$ cat src/sv/chained_hash_map_core_macros.svh
// Assertion macros shared by the chained hash map core.
// Included by the top level; depends on nothing else.
`ifndef CHAINED_HASH_MAP_CORE_MACROS_SVH
`define CHAINED_HASH_MAP_CORE_MACROS_SVH

// Implication checked on every clock edge outside reset.
`define CHM_ASSERT_IMP(label, clk, rst_n, ante, cons) \
  label: assert property (@(posedge clk) disable iff (!rst_n) (ante) |-> (cons)) \
    else $error("assertion failed");

// Next-cycle implication checked outside reset.
`define CHM_ASSERT_NEXT(label, clk, rst_n, ante, cons) \
  label: assert property (@(posedge clk) disable iff (!rst_n) (ante) |=> (cons)) \
    else $error("assertion failed");

`endif

$ cat src/sv/chm_pkg.sv
// Package for the chained hash map: status codes and controller commands.
// No dependencies.
`timescale 1ns / 1ps
package chm_pkg;
  localparam int unsigned KeyW = 31;
  localparam int unsigned ValW = 32;
  localparam int unsigned StatusW = 3;
  localparam int unsigned BucketOutW = 4;
  localparam int unsigned CountW = 5;
  localparam logic [CountW-1:0] CountReset = 5'd5;

  typedef enum logic [2:0] {
    ST_FOUND = 3'd0,
    ST_NOT_FOUND = 3'd1,
    ST_INSERTED = 3'd2,
    ST_DUPLICATE = 3'd3,
    ST_FULL = 3'd4
  } status_t;

  localparam logic OP_INSERT = 1'b0;
  localparam logic OP_LOOKUP = 1'b1;

  // Commands from controller to datapath.
  typedef struct packed {
    logic load;       // capture request, start modulo
    logic mod_step;   // one restoring-subtract step
    logic head_rd;    // read bucket head into walk pointer
    logic node_rd;    // issue node memory read at pointer
    logic advance;    // follow the link of the read node
    logic alloc;      // write new node and update head
    logic set_result; // capture result
    status_t status;
  } chm_cmd_t;

  // Status from datapath to controller.
  typedef struct packed {
    logic mod_done;
    logic is_lookup;
    logic ptr_valid;  // walk pointer names a node
    logic key_match;  // read node key matches
    logic pool_full;
  } chm_stat_t;
endpackage

$ cat src/sv/chm_ram.sv
// Generic single-write, single-read RAM with registered read data.
// No dependencies.
`timescale 1ns / 1ps
module chm_ram #(
  parameter int unsigned WIDTH = 32,
  parameter int unsigned DEPTH = 64
) (
  input  logic                     clk,
  input  logic                     we,
  input  logic [$clog2(DEPTH)-1:0] waddr,
  input  logic [WIDTH-1:0]         wdata,
  input  logic [$clog2(DEPTH)-1:0] raddr,
  output logic [WIDTH-1:0]         rdata
);
  logic [WIDTH-1:0] mem [DEPTH];

  // Write port and registered read port.
  always_ff @(posedge clk) begin
    if (we) begin
      mem[waddr] <= wdata;
    end
    rdata <= mem[raddr];
  end
endmodule

$ cat src/sv/chm_ctrl.sv
// Controller state machine for the chained hash map.
// Depends on chm_pkg.
`timescale 1ns / 1ps
module chm_ctrl #(
  parameter int unsigned POOL_NODES = 64
) (
  input  logic              clk,
  input  logic              rst_n,
  input  logic              in_valid,
  output logic              in_stall,
  output logic              out_valid,
  input  logic              out_stall,
  output logic              idle,
  input  chm_pkg::chm_stat_t stat,
  output chm_pkg::chm_cmd_t  cmd
);
  localparam int unsigned StepW = $clog2(POOL_NODES + 1);

  typedef enum logic [2:0] {
    S_IDLE, S_MOD, S_HEAD, S_READ, S_CMP, S_DONE
  } state_t;

  state_t state_r, state_nxt;
  logic out_valid_r, out_valid_nxt;
  logic [StepW-1:0] steps_r, steps_nxt;

  assign in_stall = (state_r != S_IDLE) || out_valid_r;
  assign out_valid = out_valid_r;
  assign idle = (state_r == S_IDLE) && !out_valid_r;

  // Next state and command decode.
  always_comb begin
    state_nxt = state_r;
    out_valid_nxt = out_valid_r && out_stall;
    steps_nxt = steps_r;
    cmd = '0;
    cmd.status = chm_pkg::ST_NOT_FOUND;
    case (state_r)
      S_IDLE: begin
        if (in_valid && !in_stall) begin
          cmd.load = 1'b1;
          state_nxt = S_MOD;
        end
      end
      S_MOD: begin
        if (stat.mod_done) begin
          state_nxt = S_HEAD;
        end else begin
          cmd.mod_step = 1'b1;
        end
      end
      S_HEAD: begin
        cmd.head_rd = 1'b1;
        steps_nxt = '0;
        state_nxt = S_READ;
      end
      S_READ: begin
        if (stat.ptr_valid && steps_r < StepW'(POOL_NODES)) begin
          cmd.node_rd = 1'b1;
          state_nxt = S_CMP;
        end else begin
          // Chain ends, or the step bound is reached, without a match.
          cmd.set_result = 1'b1;
          state_nxt = S_DONE;
          if (stat.is_lookup) begin
            cmd.status = chm_pkg::ST_NOT_FOUND;
          end else if (stat.pool_full) begin
            cmd.status = chm_pkg::ST_FULL;
          end else begin
            cmd.status = chm_pkg::ST_INSERTED;
            cmd.alloc = 1'b1;
          end
        end
      end
      S_CMP: begin
        if (stat.key_match) begin
          cmd.set_result = 1'b1;
          cmd.status = stat.is_lookup ? chm_pkg::ST_FOUND : chm_pkg::ST_DUPLICATE;
          state_nxt = S_DONE;
        end else begin
          cmd.advance = 1'b1;
          steps_nxt = steps_r + 1'b1;
          state_nxt = S_READ;
        end
      end
      S_DONE: begin
        out_valid_nxt = 1'b1;
        state_nxt = S_IDLE;
      end
      default: state_nxt = S_IDLE;
    endcase
  end

  // State and registered outputs.
  always_ff @(posedge clk) begin
    if (!rst_n) begin
      state_r <= S_IDLE;
      out_valid_r <= 1'b0;
      steps_r <= '0;
    end else begin
      state_r <= state_nxt;
      out_valid_r <= out_valid_nxt;
      steps_r <= steps_nxt;
    end
  end
endmodule

$ cat src/sv/chm_datapath.sv
// Datapath for the chained hash map: modulo unit, bucket heads, node pool.
// Depends on chm_pkg and chm_ram.
`timescale 1ns / 1ps
module chm_datapath #(
  parameter int unsigned NUM_BUCKETS = 16,
  parameter int unsigned POOL_NODES = 64
) (
  input  logic                              clk,
  input  logic                              rst_n,
  input  logic [chm_pkg::CountW-1:0]        bucket_count,
  input  logic                              in_operation,
  input  logic [chm_pkg::KeyW-1:0]          in_key,
  input  logic signed [chm_pkg::ValW-1:0]   in_data_value,
  input  chm_pkg::chm_cmd_t                 cmd,
  output chm_pkg::chm_stat_t                stat,
  output logic [chm_pkg::StatusW-1:0]       out_status,
  output logic signed [chm_pkg::ValW-1:0]   out_found_value,
  output logic [chm_pkg::BucketOutW-1:0]    out_bucket
);
  localparam int unsigned BW = (NUM_BUCKETS > 1) ? $clog2(NUM_BUCKETS) : 1;
  localparam int unsigned NW = $clog2(POOL_NODES);
  localparam int unsigned UW = $clog2(POOL_NODES + 1);
  localparam int unsigned KW = chm_pkg::KeyW;
  localparam int unsigned VW = chm_pkg::ValW;
  localparam int unsigned MW = KW + 1;
  localparam int unsigned MaxB = (NUM_BUCKETS < 16) ? NUM_BUCKETS : 16;

  logic              op_r;
  logic [KW-1:0]     key_r;
  logic [VW-1:0]     val_r;
  logic [KW-1:0]     rem_r;
  logic [KW-1:0]     quo_r;
  logic [4:0]        div_r;
  logic [4:0]        mod_cnt_r;
  logic [NW-1:0]     ptr_r;
  logic              ptr_ok_r;
  logic [UW-1:0]     used_r;
  logic [NW-1:0]     head_r [NUM_BUCKETS];
  logic              head_ok_r [NUM_BUCKETS];
  logic [chm_pkg::StatusW-1:0] status_r;
  logic [VW-1:0]     found_r;
  logic [KW-1:0]     rd_key;
  logic [VW-1:0]     rd_val;
  logic [NW:0]       rd_link;
  logic [MW-1:0]     trial;
  logic [4:0]        eff;
  logic [BW-1:0]     bkt;

  // Clamp the configured bucket count to the usable range.
  always_comb begin
    if (bucket_count == '0) begin
      eff = 5'd1;
    end else if (bucket_count > 5'(MaxB)) begin
      eff = 5'(MaxB);
    end else begin
      eff = bucket_count;
    end
  end

  // Restoring division, one quotient bit per step; only the remainder is kept, quo_r holds the shifted key.
  assign trial = {rem_r, quo_r[KW-1]} - MW'(div_r);
  assign bkt = BW'(rem_r);

  always_ff @(posedge clk) begin
    if (cmd.load) begin
      op_r <= in_operation;
      key_r <= in_key;
      val_r <= in_data_value;
      rem_r <= '0;
      quo_r <= in_key;
      div_r <= eff;
    end else if (cmd.mod_step) begin
      if (!trial[MW-1]) begin
        rem_r <= trial[KW-1:0];
      end else begin
        rem_r <= {rem_r[KW-2:0], quo_r[KW-1]};
      end
      quo_r <= {quo_r[KW-2:0], 1'b0};
    end
  end

  // Step counter for the modulo unit.
  always_ff @(posedge clk) begin
    if (!rst_n) begin
      mod_cnt_r <= '0;
    end else if (cmd.load) begin
      mod_cnt_r <= '0;
    end else if (cmd.mod_step) begin
      mod_cnt_r <= mod_cnt_r + 1'b1;
    end
  end

  // Bucket head valid bits and pool count.
  always_ff @(posedge clk) begin
    if (!rst_n) begin
      used_r <= '0;
      for (int i = 0; i < NUM_BUCKETS; i++) begin
        head_ok_r[i] <= 1'b0;
      end
    end else if (cmd.alloc) begin
      used_r <= used_r + 1'b1;
      head_ok_r[bkt] <= 1'b1;
    end
  end

  always_ff @(posedge clk) begin
    if (cmd.alloc) begin
      head_r[bkt] <= NW'(used_r);
    end
  end

  // Walk pointer; the link word carries its own valid bit on top.
  always_ff @(posedge clk) begin
    if (cmd.head_rd) begin
      ptr_r <= head_r[bkt];
      ptr_ok_r <= head_ok_r[bkt];
    end else if (cmd.advance) begin
      ptr_r <= rd_link[NW-1:0];
      ptr_ok_r <= rd_link[NW];
    end
  end

  // Node pool memories.
  chm_ram #(.WIDTH(KW), .DEPTH(POOL_NODES)) u_key (
    .clk(clk), .we(cmd.alloc), .waddr(NW'(used_r)), .wdata(key_r),
    .raddr(ptr_r), .rdata(rd_key));
  chm_ram #(.WIDTH(VW), .DEPTH(POOL_NODES)) u_val (
    .clk(clk), .we(cmd.alloc), .waddr(NW'(used_r)), .wdata(val_r),
    .raddr(ptr_r), .rdata(rd_val));
  chm_ram #(.WIDTH(NW + 1), .DEPTH(POOL_NODES)) u_link (
    .clk(clk), .we(cmd.alloc), .waddr(NW'(used_r)),
    .wdata({head_ok_r[bkt], head_r[bkt]}),
    .raddr(ptr_r), .rdata(rd_link));

  // Result register.
  always_ff @(posedge clk) begin
    if (cmd.set_result) begin
      status_r <= cmd.status;
      found_r <= (cmd.status == chm_pkg::ST_FOUND) ? rd_val : '0;
    end
  end

  assign stat.mod_done = (mod_cnt_r == 5'(KW));
  assign stat.is_lookup = (op_r == chm_pkg::OP_LOOKUP);
  assign stat.ptr_valid = ptr_ok_r;
  assign stat.key_match = (rd_key == key_r);
  assign stat.pool_full = (used_r >= UW'(POOL_NODES));

  assign out_status = status_r;
  assign out_found_value = found_r;
  assign out_bucket = 4'(rem_r);
endmodule

$ cat src/sv/chained_hash_map_core.sv
// Top level of the chained hash map core.
// Depends on chm_pkg, chm_ctrl, chm_datapath and the assertion macro header.
`timescale 1ns / 1ps
`include "chained_hash_map_core_macros.svh"

// A key-value map with separate chaining over a fixed node pool. Each request
// (insert or lookup) gives one result. A request is accepted, runs 31 steps in
// the bit-serial modulo unit and a check that it has finished, then reads the
// bucket head, then for each chain node visited does one registered pool
// memory read and one compare, and sets the result after a match or after the
// chain ends. The next request is accepted once the previous result has been
// taken.
module chained_hash_map_core #(
  parameter int unsigned NUM_BUCKETS = 16,
  parameter int unsigned POOL_NODES = 64
) (
  input  logic                                clk,
  input  logic                                rst_n,
  input  logic                                in_valid,
  output logic                                in_stall,
  input  logic                                in_operation,
  input  logic [chm_pkg::KeyW-1:0]            in_key,
  input  logic signed [chm_pkg::ValW-1:0]     in_data_value,
  output logic                                out_valid,
  input  logic                                out_stall,
  output logic [chm_pkg::StatusW-1:0]         out_status,
  output logic signed [chm_pkg::ValW-1:0]     out_found_value,
  output logic [chm_pkg::BucketOutW-1:0]      out_bucket,
  input  logic                                cfg_valid,
  output logic                                cfg_ready,
  input  logic [chm_pkg::CountW-1:0]          cfg_bucket_count
);
  chm_pkg::chm_cmd_t  cmd;
  chm_pkg::chm_stat_t stat;
  logic idle;
  logic [chm_pkg::CountW-1:0] bucket_count_r;

  // Configuration register.
  assign cfg_ready = 1'b1;
  always_ff @(posedge clk) begin
    if (!rst_n) begin
      bucket_count_r <= chm_pkg::CountReset;
    end else if (cfg_valid && cfg_ready) begin
      bucket_count_r <= cfg_bucket_count;
    end
  end

  chm_ctrl #(.POOL_NODES(POOL_NODES)) u_ctrl (
    .clk(clk), .rst_n(rst_n), .in_valid(in_valid), .in_stall(in_stall),
    .out_valid(out_valid), .out_stall(out_stall), .idle(idle),
    .stat(stat), .cmd(cmd));

  chm_datapath #(.NUM_BUCKETS(NUM_BUCKETS), .POOL_NODES(POOL_NODES)) u_dp (
    .clk(clk), .rst_n(rst_n), .bucket_count(bucket_count_r),
    .in_operation(in_operation), .in_key(in_key), .in_data_value(in_data_value),
    .cmd(cmd), .stat(stat), .out_status(out_status),
    .out_found_value(out_found_value), .out_bucket(out_bucket));

  // Only one request is in flight.
  `CHM_ASSERT_IMP(a_no_accept_busy, clk, rst_n, !idle, in_stall)
  // A node is only allocated when the pool has room.
  `CHM_ASSERT_IMP(a_alloc_room, clk, rst_n, cmd.alloc, !stat.pool_full)
  // A found value is zero unless the status is found.
  `CHM_ASSERT_IMP(a_found_zero, clk, rst_n,
    out_valid && (out_status != chm_pkg::ST_FOUND), out_found_value == '0)
endmodule

$ cat config.mk
export PLATFORM = sky130hd
export DESIGN_NAME = chained_hash_map_core
export DESIGN_NICKNAME = d
export VERILOG_FILES = /design/src/sv/chm_pkg.sv /design/src/sv/chm_ram.sv /design/src/sv/chm_ctrl.sv /design/src/sv/chm_datapath.sv /design/src/sv/chained_hash_map_core.sv
export VERILOG_INCLUDE_DIRS = /design/src /design/src/sv
export SDC_FILE = /design/constraint.sdc
export NUM_CORES = 2
export LEC_CHECK = 0
export BUFFER_PORTS_ARGS = -buffer_cell sky130_fd_sc_hd__buf_2
export CELL_PAD_IN_SITES_DETAIL_PLACEMENT = 1
export CELL_PAD_IN_SITES_GLOBAL_PLACEMENT = 2
export CORE_ASPECT_RATIO = 1.25
export CORE_MARGIN = 10
export CORE_UTILIZATION = 40
export DETAILED_ROUTE_END_ITERATION = 10
export PLACE_DENSITY = 0.69
export SLEW_MARGIN = 20
export SYNTH_ARGS = -nofsm -noshare
export SYNTH_HDL_FRONTEND = slang
export SYNTH_MEMORY_MAX_BITS = 65536
export SYNTH_SLANG_ARGS = --single-unit
$ cat constraint.sdc
create_clock -name clk -period 4.7 [get_ports clk]
set_clock_uncertainty 0.1 [all_clocks]
set_input_delay 0.94 -clock clk [delete_from_list [all_inputs] [get_ports clk]]
set_output_delay 0.94 -clock clk [all_outputs]
set_load 0.03 [all_outputs]
* After elaboration in Yosys (flattened, before gate mapping)
Memory sizes are Yosys's and may differ from the RTL's. A register that Yosys moved wholly into a read port is not among the register bits.
Cells that the tools add are included.
** Word-level totals
- Bits in registers :: 201
- Memory bits (writable) :: 4592
- Input port bits :: 74
- Logic and storage cells :: 101
- Memories kept :: 5
** Operators by class
- Add/subtract/negate cells :: 4
- Magnitude comparators :: 3
- Eq/ne operators :: 10
- Mux-type cells :: 44
- Bitwise logic cells :: 1
- Reduce and logical (&&, ||, !) cells :: 17
** Memories
- u_dp.u_val.mem :: words 64, width 32, rd ports 1, clocked after memory_dff 1, write ports 1, line chm_ram.sv:15 : logic [WIDTH-1:0] mem [DEPTH];
- u_dp.u_key.mem :: words 64, width 31, rd ports 1, clocked after memory_dff 1, write ports 1, line chm_ram.sv:15
- u_dp.u_link.mem :: words 64, width 7, rd ports 1, clocked after memory_dff 1, write ports 1, line chm_ram.sv:15
- u_dp.head_r :: words 16, width 6, rd ports 1, clocked after memory_dff 1, write ports 1, line chm_datapath.sv:38 : logic [NW-1:0] head_r [NUM_BUCKETS];
- u_dp.head_ok_r :: words 16, width 1, rd ports 1, clocked after memory_dff 1, write ports 16, line chm_datapath.sv:39 : logic head_ok_r [NUM_BUCKETS];
** Operators by type and width (number)
- 31-bit 2-to-1 mux :: 3
- 32-bit by 5-bit subtractor with 32-bit output :: 1
- 31-bit == test :: 1
- 4-bit 2-to-1 mux :: 6
- 1-bit 2-to-1 mux :: 21
- 3-bit 2-to-1 mux :: 5
- 3-bit case mux with 5 select lines :: 1
- 7-bit by 1-bit adder with 7-bit output (second input constant) :: 2
- 7-bit case mux with 2 select lines :: 1
- 6-bit 2-to-1 mux :: 2
- 5-bit 2-to-1 mux :: 2
- 4-bit case mux with 2 select lines :: 1
- 7-bit greater-or-equal comparator (second input constant) :: 1
- 7-bit < comparator (second input constant) :: 1
- 7-bit 2-to-1 mux :: 1
- 3-bit by 2-bit == test with 1-bit output (second input constant) :: 2
- 3-bit == test (second input constant) :: 2
- 3-bit logical NOT :: 2
- 2-bit != test (second input constant) :: 3
- 2-bit nonzero test :: 3
- 5-bit by 1-bit adder with 5-bit output (second input constant) :: 1
- 5-bit == test (second input constant) :: 1
- 5-bit greater-than comparator (second input constant) :: 1
- 5-bit logical NOT :: 1
- 10 further kinds :: 14

* Depth between registers and ports, before layout
- Depth after elaboration :: 10
- Mapped depth :: 12
- Gate-level depth less buffers :: 11

* By module
A second synthesis with hierarchy kept.
** Second synthesis, totals
- Cell total of the unflattened synthesis :: 8455
- Area, all modules :: 185704.4 µm²
** Modules (own cells, without submodules)
- chm_ram at u_dp.u_val :: instances 1, cells an instance 3324, area an instance 78515.3 µm²
- chm_ram at u_dp.u_key :: instances 1, cells an instance 3418, area an instance 76305.7 µm²
- chm_ram at u_dp.u_link :: instances 1, cells an instance 827, area an instance 17635.7 µm²
- chm_datapath :: instances 1, cells an instance 788, area an instance 12384.4 µm²
- chm_ctrl :: instances 1, cells an instance 80, area an instance 664.4 µm²
- chained_hash_map_core :: instances 1, cells an instance 18, area an instance 198.9 µm²

* Least setup slack after synthesis
No wires, ideal clock.
- Path type :: flip-flop to flip-flop
- Start point :: register u_ctrl.state_r[0]
- End point :: memory u_dp.u_key.mem[63][0] in the netlist's numbering, enable pin
- Arrival :: 4.618 ns
- Required time :: 4.101 ns
- Path slack :: -0.517 ns
- Cell stages (with the launch flop) :: 8
- Period minus slack after synthesis :: 5.217 ns
- Cells stage by stage :: dfxtp_1 > clkbuf_1 > nand3b_1 > nor4_2 > and2_1 > nand3_1 > clkbuf_1 > nor2_1
** On the way
- Word-level cells in the longest chain between the ends :: 4
** Ends and longest elaborated chain
- start, declared :: line chm_ctrl.sv:23 : state_t state_r, state_nxt;
- start signal, assigned :: line chm_ctrl.sv:101 : state_r <= state_nxt;
- 3-bit by 2-bit == test with 1-bit output :: line chm_ctrl.sv:38 : case (state_r)
- 1-bit 2-to-1 mux :: line chm_ctrl.sv:38
- 1-bit 2-to-1 mux :: line chm_ram.sv:19 : if (we) begin
- 1-bit 2-to-1 mux (not written as such) :: line chm_ram.sv:20 : mem[waddr] <= wdata;
- end, declared :: line chm_ram.sv:15
Every way passes these cells.

* Final worst setup path
- Start point :: register u_dp.op_r
- End point :: memory u_dp.u_key.mem[6][19] in the netlist's numbering, enable pin
** On the way
- Word-level cells in the longest chain between the ends :: 5
** Ends and longest elaborated chain
- start, declared :: line chm_datapath.sv:28 : logic op_r;
- start signal, assigned :: line chm_datapath.sv:66 : op_r <= in_operation;
- 1-bit 2-to-1 mux :: line chm_ctrl.sv:65 : if (stat.is_lookup) begin
- 5-bit 2-to-1 mux :: line chm_ctrl.sv:58 : if (stat.ptr_valid && steps_r < StepW'(POOL_NODES)) begin
- 1-bit 2-to-1 mux :: line chm_ctrl.sv:38
- 1-bit 2-to-1 mux :: line chm_ram.sv:19
- 1-bit 2-to-1 mux (not written as such) :: line chm_ram.sv:20
Every way passes these cells.

==> results.md <==
* Synth area leader: edfxtp_1
* Critical path class: flip-flop to flip-flop
* Num rows at 279
* Initial Util at 40.1%
* CTS Sinks at 4867
* Mapped Cells at 8033
* Top Layer Used: met5
* Num CTS Buffers at 450
* Leak pwr at 65.7 nW
* RePlAce Congestion at 0.779
* Yosys top cell area share at 76.7%
* Most common cell after layout, fill and taps aside: edfxtp_1
* Pwr Density at 441 nW/um2
* Final hold violations at 0
* Met3 routed WL at 33.3 mm
* DR WL met2 at 263 mm
* Clk Latency, worst-skew pair at 1.03 ns
* Worst r2r src: u_dp.op_r$_DFFE_PP_
* Startpoint Class: flip-flop
* Worst Hold Class: input port to flip-flop
* IO Count at 116
* GR Util All Layers at 20.8%
* Vias at 88500
* Fmax at 0.256 GHz
* Seq pwr share at 53.0%
* Vias in the first global route at 92800
* H-tree levels at 5
* Switching Fraction at 23.1%
* Initial DRC count at 10800
* Worst hold stages at 1
* Pin count of the biggest net entering global routing at 83
* Clk pwr share at 39.2%
* Global-route wire length before repair at 731 mm
* Max-slew violation count at 0
* Post-synth cell types at 66
* FFs w/ async S/R, synth at 0%
* Avg WL per Cell at 34.3 um
* Synth-to-Final Area Change at 14.5%
* Initial DRT Pass Iterations at 5
* FF+latch count, synth at 4867
* Min cycle time layout at 3.91 ns
* Fin nets at 8658
* TritonCTS clock tree: done
* Capture point of the worst reg-to-reg path: u_dp.u_key.mem[6][19]$_DFFE_PP_
* Post-CTS Setup Inserts at 0
* Antenna violations before repair at 19
* Critical path data arrival time at 4.47 ns
* Placed Area at 196000 um2
* Die H at 780 um
* Final core utilization at 45.9%
* EDFF count, synth at 4718
* Worst slew pin tran at 1.21 ns
* Net Count, Synth at 8119
* Worst Min Path Start: in_key[19]
* Worst-path clk slew at 0.06 ns
* Slew Limit Headroom at 19.6%
* Final routed DRC violation total at 0
* Switch Pwr at 21.6 mW
* Share of post-route cells with drive strength above 1 at 28.1%
* Core Area at 461000 um2
* Die Footprint at 490000 um2
* Reg2reg setup slack at 0.79 ns
* Antenna-violating nets left at 0
* YS warnings at 0
* IO buf count at 114
* Int Pwr at 71.7 mW
* Via/cell ratio at 5.84
* VDD IR max at 0.364 mV
* Root Driver: clkbuf_16
* Max FO, Critical Path at 22
* Worst Hold End: u_dp.key_r[19]$_DFFE_PP_
* Design Area, Final at 211000 um2
* Final setup viols at 0
* Drt total wl at 520 mm
* Top FF cell, synth: edfxtp_1
* RSZ-0062 raised after global routing: no
* Reg2Reg Depth at 5
* Synthesized cell area at 185000 um2
* Routed length on met1 at 207 mm
* Max cap viols at 0
* CTS Buffer Depth at 4
* Seq/Total Area, Yosys at 78.3%
* Critical path capture point type: flip-flop
* Most frequent cells in the layout: 4718 x edfxtp_1, 1293 x mux4_2, 454 x clkbuf_16
* Die W at 628 um
* Top post-synthesis cells by area: edfxtp_1 77%, mux4_2 16%, dfxtp_1 1.6%
* Mean Syn Cell Area at 23.0 um2
* Gate power share at 7.8%
* DP HPWL at 290 mm
* Tcrit/Tclk final at 83.2%
* Gr ovfl total at 0
* Worst Path Required at 5.26 ns
* Status: completed
## how the worst max path moves through the flow
stage	startpoint	cells past startpoint	to	slack, ns
after global routing	u_dp.op_r$_DFFE_PP_	5	u_dp.u_key.mem[6][19]$_DFFE_PP_	0.68
after floorplan	u_ctrl.state_r[0]$_SDFFE_PN0P_	7	u_dp.u_key.mem[63][0]$_DFFE_PP_	-0.52
after CTS	u_dp.op_r$_DFFE_PP_	5	u_dp.u_key.mem[6][19]$_DFFE_PP_	0.82
final	u_dp.op_r$_DFFE_PP_	5	u_dp.u_key.mem[6][19]$_DFFE_PP_	0.79
after global placement	u_dp.op_r$_DFFE_PP_	5	u_dp.u_val.mem[6][9]$_DFFE_PP_	0.96
after detailed placement	u_dp.key_r[15]$_DFFE_PP_	9	u_dp.out_found_value[0]$_SDFFCE_PP0P_	0.92
## power groups by stage
stage,registers [mW],logic (mW),clock network (mW)
final,49.4,7.30,36.5
after global routing,49.5,7.85,38.9
after floorplan,50.6,4.14,0
after global placement,50.3,7.08,0
after detailed placement,50.4,7.32,0
after CTS,49.4,7.37,37.2
## cell type report
class | count | area, um2
antenna | 4 | 10.0
multi-input combinational | 2702 | 38700
inverter | 19 | 76.3
clock buffer | 582 | 12000
fill | 41300 | 250000
sequential | 4867 | 145000
timing repair buffer | 532 | 5600
clock inverter | 261 | 2640
tap | 6182 | 7730
## per-stage QoR
stage                     TNS (ns)  total power [mW]  std cells  hold WS [ns]  setup slack, ns
after floorplan           -1708.22              54.7       8033         0.335           -0.517
after global placement           0              57.4      14300         0.344            0.964
after detailed placement         0              57.7      14300         0.354            0.917
after CTS                        0              94.0      15100      0.000242            0.820
after global routing             0              96.2      15100        0.0497            0.679
final                            0              93.3      15100        0.0894            0.790
## cells by family (layout without fill, tap and decap cells)
| group | count (synthesis) | count (layout) | synth area share [%] |
|---|---|---|---|
| xor+xnor | 65 | 65 | 0.308 |
| mux | 1445 | 1445 | 16.6 |
| simple gates | 667 | 667 | 1.80 |
| other cells | 1 | 5 | 0.00203 |
| flops | 4867 | 4867 | 78.3 |
| fa+ha+maj | 12 | 12 | 0.0853 |
| buf+inv | 464 | 1394 | 1.05 |
| compound gates | 512 | 512 | 1.84 |
## synthesized netlist by cell type (all sizes together) (3+ instances only)
library cell  number
or3                5
nand3b            11
a211oi           141
xor2              15
mux2i            148
nand3             29
clkbuf           267
dfxtp            149
o21a              18
nor4b              3
or4                3
o21ai             34
or2                3
ha                11
nand2b             5
nor2             116
a21boi             3
nand2            239
nor2b            151
nor4              13
xnor2             50
nor3              16
mux4            1295
nand4             13
inv               19
edfxtp          4718
a21oi            155
and2              13
a22oi            140
a211o              4
and3              40
buf              178
## layer usage
metal / up-vias / GRT usage [%]
li1: 35100 / -
met1: 49000 / 28.4
met2: 3670 / 35.2
met3: 783 / 2.45
met4: 4 / 6.08
met5: - / 0
## registers in the layout, summed over array words and instances, names as in the netlist, 32 cells and up, named ones only
register	flops
u_dp.u_val.rdata	32
u_dp.u_key.mem	1984
u_dp.head_r	96
u_dp.u_link.mem	448
u_dp.u_val.mem	2048
u_dp.out_found_value	32
u_dp.val_r	32
## critical path, cell delays in order, from the launching register on
cell,delay (ns)
edfxtp_1,0.54
nor4_2,0.60
and2_1,0.43
nand2_1,0.56
nor2_4,0.95
buf_12,0.32
## what timing repair did
action | 4_1_cts | 5_1_grt
hold buffers | 51 | 0
resized for setup | 0 | 0
hold endpoints to repair | 52 | 0
Power figures use the tool's default switching activity.
